## config.mk

```make
export PLATFORM = sky130hd
export DESIGN_NAME = vrp_viewport
export DESIGN_NICKNAME = d
export VERILOG_FILES = /design/src/rtl/core/vrp_pkg.sv /design/src/rtl/core/vrp_viewport.sv
export SDC_FILE = /design/constraint.sdc
export NUM_CORES = 1
export LEC_CHECK = 0
export BUFFER_PORTS_ARGS = -buffer_cell sky130_fd_sc_hd__buf_2
export CAP_MARGIN = 20
export CORE_MARGIN = 2
export CORE_UTILIZATION = 60
export CTS_CLUSTER_DIAMETER = 40
export DETAILED_ROUTE_END_ITERATION = 16
export PLACE_DENSITY_LB_ADDON = 0.3
export SLEW_MARGIN = 10
export SYNTH_ARGS = -nofsm -noshare
export SYNTH_HDL_FRONTEND = slang
export SYNTH_SLANG_ARGS = --single-unit
export TNS_END_PERCENT = 5
```

## constraint.sdc

```tcl
create_clock -name clk_i -period 8.35 [get_ports clk_i]
set_clock_uncertainty 0.1 [all_clocks]
set_input_delay 0.835 -clock clk_i [delete_from_list [all_inputs] [get_ports clk_i]]
set_output_delay 0.835 -clock clk_i [all_outputs]
set_load 0.01 [all_outputs]
```

## src/rtl/core/vrp_pkg.sv

```systemverilog
// shared widths, register indexes and reset values for the vertex transform core
// no dependencies
package vrp_pkg;

  localparam int unsigned CoordW = 16;
  localparam int unsigned TrigW  = 16;
  localparam int unsigned ScaleW = 32;
  localparam int unsigned RxW    = 23;  // rotated x, scale 2^-16
  localparam int unsigned RzW    = 25;  // rotated y and z, scale 2^-16
  localparam int unsigned NumW   = 58;  // projected numerator, scale 2^-32
  localparam int unsigned DenW   = RzW;
  localparam int unsigned QuoW   = NumW + 1;
  localparam int unsigned Lanes  = 3;
  localparam int unsigned CfgIdxW  = 8;
  localparam int unsigned CfgDataW = 32;

  localparam int unsigned DefScreenWidth  = 84;
  localparam int unsigned DefScreenHeight = 48;

  typedef enum logic [CfgIdxW-1:0] {
    RegCosZ   = 8'd0,
    RegSinZ   = 8'd1,
    RegCosX   = 8'd2,
    RegSinX   = 8'd3,
    RegProjX  = 8'd4,
    RegProjY  = 8'd5,
    RegDepthS = 8'd6,
    RegDepthO = 8'd7
  } cfg_reg_e;

  localparam logic signed [TrigW-1:0]  TrigOne  = 16'sd16384;
  localparam logic signed [ScaleW-1:0] ScaleOne = 32'sd65536;

  typedef struct packed {
    logic signed [TrigW-1:0]  cos_z;
    logic signed [TrigW-1:0]  sin_z;
    logic signed [TrigW-1:0]  cos_x;
    logic signed [TrigW-1:0]  sin_x;
    logic signed [ScaleW-1:0] proj_x;
    logic signed [ScaleW-1:0] proj_y;
    logic signed [ScaleW-1:0] depth_s;
    logic signed [ScaleW-1:0] depth_o;
  } cfg_t;

endpackage

```

## src/rtl/core/vrp_viewport.sv

```systemverilog
// three-stage viewport mapping and depth saturation; the last stage is the
// output register. depends on vrp_pkg
module vrp_viewport import vrp_pkg::*; #(
  parameter int unsigned SCREEN_WIDTH  = DefScreenWidth,
  parameter int unsigned SCREEN_HEIGHT = DefScreenHeight
) (
  input  logic                     clk_i,
  input  logic                     rst_ni,
  input  logic                     advance_i,
  input  logic                     valid_i,
  input  logic signed [QuoW-1:0]   quo_i [Lanes],
  input  logic                     wzero_i,
  output logic                     valid_o,
  output logic signed [CoordW-1:0] screen_x_o,
  output logic signed [CoordW-1:0] screen_y_o,
  output logic signed [ScaleW-1:0] depth_o,
  output logic                     wzero_o
);

  localparam int unsigned SizeW  = $clog2((SCREEN_WIDTH > SCREEN_HEIGHT ?
                                           SCREEN_WIDTH : SCREEN_HEIGHT) + 1) + 1;
  localparam int unsigned NdcW   = 42;
  localparam int unsigned ProdW  = NdcW + SizeW;
  localparam int unsigned ShiftW = ProdW - 17;
  localparam logic signed [SizeW-1:0] SizeX = SizeW'(SCREEN_WIDTH);
  localparam logic signed [SizeW-1:0] SizeY = SizeW'(SCREEN_HEIGHT);
  localparam logic signed [QuoW-1:0] NdcHi = QuoW'(64'sd1 <<< 40);
  localparam logic signed [QuoW-1:0] NdcLo = -NdcHi;
  localparam logic signed [QuoW-1:0] DepHi = QuoW'(64'sd2147483647);
  localparam logic signed [QuoW-1:0] DepLo = QuoW'(-64'sd2147483648);
  localparam logic signed [ShiftW-1:0] PixHi = ShiftW'(32767);
  localparam logic signed [ShiftW-1:0] PixLo = ShiftW'(-32768);

  logic [2:0] vld_q;
  logic [2:0] wz_q;

  logic signed [NdcW-1:0]   ndc_x_q, ndc_y_q;
  logic signed [ScaleW-1:0] dep1_q, dep2_q, dep3_q;
  logic signed [ProdW-1:0]  prod_x_q, prod_y_q;
  logic signed [CoordW-1:0] sx_q, sy_q;

  function automatic logic signed [NdcW-1:0] ndc_bias(logic signed [QuoW-1:0] v);
    logic signed [QuoW-1:0] c;
    c = (v > NdcHi) ? NdcHi : ((v < NdcLo) ? NdcLo : v);
    return NdcW'(c) + NdcW'(65536);
  endfunction

  function automatic logic signed [CoordW-1:0] pix_sat(logic signed [ProdW-1:0] p);
    logic signed [ShiftW-1:0] s;
    s = p[ProdW-1:17];
    return (s > PixHi) ? CoordW'(PixHi) : ((s < PixLo) ? CoordW'(PixLo) : CoordW'(s));
  endfunction

  always_ff @(posedge clk_i or negedge rst_ni) begin
    if (!rst_ni) begin
      vld_q <= '0;
    end else if (advance_i) begin
      vld_q <= {vld_q[1:0], valid_i};
    end
  end

  always_ff @(posedge clk_i) begin
    if (advance_i) begin
      wz_q    <= {wz_q[1:0], wzero_i};
      ndc_x_q <= ndc_bias(quo_i[0]);
      ndc_y_q <= ndc_bias(quo_i[1]);
      dep1_q  <= (quo_i[2] > DepHi) ? ScaleW'(DepHi) :
                 ((quo_i[2] < DepLo) ? ScaleW'(DepLo) : ScaleW'(quo_i[2]));

      prod_x_q <= ndc_x_q * SizeX;
      prod_y_q <= ndc_y_q * SizeY;
      dep2_q   <= dep1_q;

      sx_q   <= pix_sat(prod_x_q);
      sy_q   <= pix_sat(prod_y_q);
      dep3_q <= dep2_q;
    end
  end

  assign valid_o    = vld_q[2];
  assign screen_x_o = sx_q;
  assign screen_y_o = sy_q;
  assign depth_o    = dep3_q;
  assign wzero_o    = wz_q[2];

endmodule

```

==> results by group <==
Status
  • Status: completed

Global route
  • Pin count of the biggest net entering global routing: 170
  • Global-route wire length before repair: 53.7 mm
  • GRT Total Usage: 22.6%
  • Number of global-route vias before repair: 11560
  • Antenna violations before repair: 6
  • Gr ovfl total: 0

Final layout
  • Layout Nets: 2170
  • Fillers: 1954
  • Finished Layout Cells: 2160
  • Area of the multi-input gates: 7820 sq um
  • Layout cells sized above 1: 18.6%
  • FF/Latch Area: 8480 sq um
  • Post-route cell area: 20000 sq um
  • Synthesis-to-layout area growth: 17.8%

Floorplan
  • Starting Density: 61.0%
  • Die ar.: 29700 sq um
  • Cell row count: 61
  • Width of the chip: 172 um
  • Area of the core: 27900 sq um
  • Die height: 172 um
  • Ports: 248

Clock tree
  • CTS Hold Buffers Added: 1
  • Worst skew pair latency: 0.52 ns
  • Post-CTS sizing: 0
  • CTS Buffer Depth: 3
  • H-Tree Depth: 2
  • Clock transition at the registers of the reported paths: 0.06 ns
  • CTS tree: built
  • CTS Sinks: 283
  • Post CTS Setup Buffer Count: 0
  • Cts bufs inserted: 38
  • Root Driver: clkbuf_16

Critical path
  • Reg2Reg Depth: 13
  • R2r setup slk: 3.66 ns
  • CP delay by family, top: compound AO/OA/AOI/OAI gates
  • Crit path required time: 8.51 ns
  • Worst-path cell chain: ha_1 -> ha_1 -> fa_1 -> ha_1 -> a21oi_1 -> o221ai_1 -> a2111oi_0 -> o211ai_1 -> a31oi_2 -> o21ai_1 -> a221oi_1 -> o21bai_1 -> xor2_1
  • Kind of critical path: reg2reg
  • CP most frequent cell: ha_1
  • Crit path buffers/inverters: 0
  • Crit path max-delay cell type: a2111oi_0
  • Levels on crit path: 13
  • Worst setup SP type: flip-flop
  • Largest stage delay, worst path: 0.52 ns
  • Crit end category: flip-flop
  • CP Max Fanout: 4
  • Worst Path Arrival: 4.85 ns

Synth
  • Syn. warnings: 0
  • Mapped Nets: 1900
  • Synth Instances: 1477
  • Async SR Flop Fraction: 1.06%
  • Seq/Total Area, Yosys: 49.9%
  • Yosys reg bits: 283
  • Cell variety after synth: 62
  • Mapped Area: 17000 sq um
  • Dominant synthesized flop cell: edfxtp_1
  • Syn_area_per_cell: 11.5 sq um
  • EDFF count, synth: 280

Routing
  • Post-DRT Antenna Nets: 0
  • Wire length per cell: 15.5 um
  • DRT Pass-1 Iters: 6
  • DRT iter0 DRCs: 602
  • Routed Wire Length: 33.4 mm
  • Vias after detailed routing: 11817
  • Via/cell ratio: 5.47
  • DRC Markers: 0

Placement
  • Buffers on Ports: 247
  • Placed Cells: 2084
  • Gpl congestion: 0.919
  • DP Worst Slack: 3.21 ns
  • Post-DP HPWL: 25.7 mm
  • Post-DP Area: 18700 sq um

Pwr
  • Tot Pwr: 4.43 mW
  • Maximum VDD drop: 0.142 mV
  • Leakage: 8.75 nW
  • PD cells: 222 nW/um^2

STA
  • Setup violators final: 0
  • Final max-slew violation count: 0
  • Final Critical Period: 4.69 ns
  • RSZ-0062 raised after global routing: no
  • Fin crit share: 56.2%
  • Least-Margin Pin Slew: 0.920 ns
  • Setup TNS: 0 ns
  • Max-slew headroom: 38.5%
  • Peak Freq: 0.213 GHz
  • Setup ws final: 3.66 ns
  • Final Hold Viols: 0

Run
  • Max_cap viols: 0

Worst hold path
  • Worst min-delay path class: reg2reg
  • Hold depth: 0
[placed cells by master, fill, tap and decap left out, drive strengths merged, types with 23 or more instances in the layout]
master / netlist / routed
clkbuf: 24 / 42
ha: 202 / 202
edfxtp: 280 / 280
o21ai: 24 / 24
xnor2: 51 / 51
nand2: 144 / 144
inv: 165 / 175
buf: 1 / 254
xor2: 50 / 50
nor2: 113 / 113
a21oi: 49 / 49
nand3: 37 / 37
fa: 39 / 39
a21o: 27 / 27
and2: 39 / 39
nand4: 41 / 41
nor4: 42 / 42
and3: 23 / 23
[layer usage]
layer | vias up | global-route usage (%) | share of wire [%]
li1 | 5885 | - | -
met1 | 5531 | 27.7 | 41
met2 | 303 | 39.6 | 50
met3 | 98 | 3.30 | 4.2
met4 | 0 | 10.8 | 4.3
met5 | - | 0 | 0
[synth_stat cells (all sizes together) (2+ instances only)]
| cell | instances | area share, % |
|---|---|---|
| o211ai | 4 | 0.18 |
| a31oi | 8 | 0.33 |
| inv | 165 | 3.6 |
| nor2b | 8 | 0.29 |
| a311oi | 2 | 0.10 |
| xor2 | 50 | 2.6 |
| clkbuf | 24 | 0.54 |
| a21boi | 3 | 0.13 |
| o21bai | 6 | 0.27 |
| nor4 | 42 | 1.5 |
| nand4 | 41 | 1.5 |
| a41oi | 2 | 0.10 |
| nor2 | 113 | 2.5 |
| ha | 202 | 15 |
| xnor2 | 51 | 2.6 |
| nand3 | 37 | 1.1 |
| nor4b | 2 | 0.10 |
| a31o | 2 | 0.10 |
| fa | 39 | 4.6 |
| and2 | 39 | 1.4 |
| a221oi | 5 | 0.29 |
| a21o | 27 | 1.2 |
| nand2 | 144 | 3.2 |
| o221ai | 5 | 0.26 |
| a21oi | 49 | 1.4 |
| o31ai | 3 | 0.13 |
| or3 | 4 | 0.18 |
| a211o | 3 | 0.15 |
| and3 | 23 | 0.85 |
| edfxtp | 280 | 49 |
| o21ai | 24 | 0.71 |
| a2111oi | 5 | 0.26 |
| o41ai | 3 | 0.15 |
| o2111ai | 3 | 0.15 |
| and4 | 3 | 0.15 |
| nor3 | 11 | 0.32 |
| a211oi | 5 | 0.25 |
| o21a | 16 | 0.71 |
| mux2 | 3 | 0.20 |
| or4 | 5 | 0.24 |
| dfrtp | 3 | 0.44 |
[cells by family after synthesis]
group                      after synthesis  synth area share [%]
and+or+nand+nor                        477                  13.7
DFF                                    283                  49.9
adders and majority gates              241                  19.5
buffers and inverters                  190                  4.21
AOI/OAI and AO/OA                      182                  7.31
xor gates and xnor gates               101                  5.21
muxes                                    3                 0.199
[per-stage QoR]
stage	utilization [%]	hold slack (ns)
floorplan	-	0.300
global placement	67.1	0.300
detailed placement	67.1	0.305
CTS	71.7	0.304
global route	71.8	0.317
finish	71.8	0.305
[path summary, 6_finish.rpt]
path,end,startpoint
min,dep2_q[17],dep1_q[17]
max in group asynchronous,vld_q[0],rst_ni
min in group asynchronous,vld_q[2],rst_ni
min reg2reg,dep2_q[17],dep1_q[17]
max reg2reg,prod_x_q[43],ndc_x_q[4]
max,prod_x_q[43],ndc_x_q[4]
[registers in the layout, indices dropped and copies added, names as in the netlist]
signal,count
wz_q,3
vld_q,3
ndc_y_q,42
ndc_x_q,42
screen_y_o,16
depth_o,32
prod_x_q,33
screen_x_o,16
dep2_q,32
prod_y_q,32
dep1_q,32
[area by class of cell]
cell class	instances	share of cell area (%)
clock inverter	27	1.55
multi-input combinational	1004	39.1
sequential	283	42.4
timing repair buffer	255	6.60
tap	378	2.36
inverter	165	3.10
antenna	6	0.0750
clock buffer	42	4.83
[power by group]
group | internal, mW | switching (mW) | leakage (nW) | total, mW
Combinational | 0.422 | 0.560 | 5.38 | 0.982
Clock | 0.981 | 0.609 | 0.615 | 1.59
Sequential | 1.79 | 0.0693 | 2.75 | 1.86
Total | 3.20 | 1.24 | 8.75 | 4.43
Power figures use the tool's default switching activity.
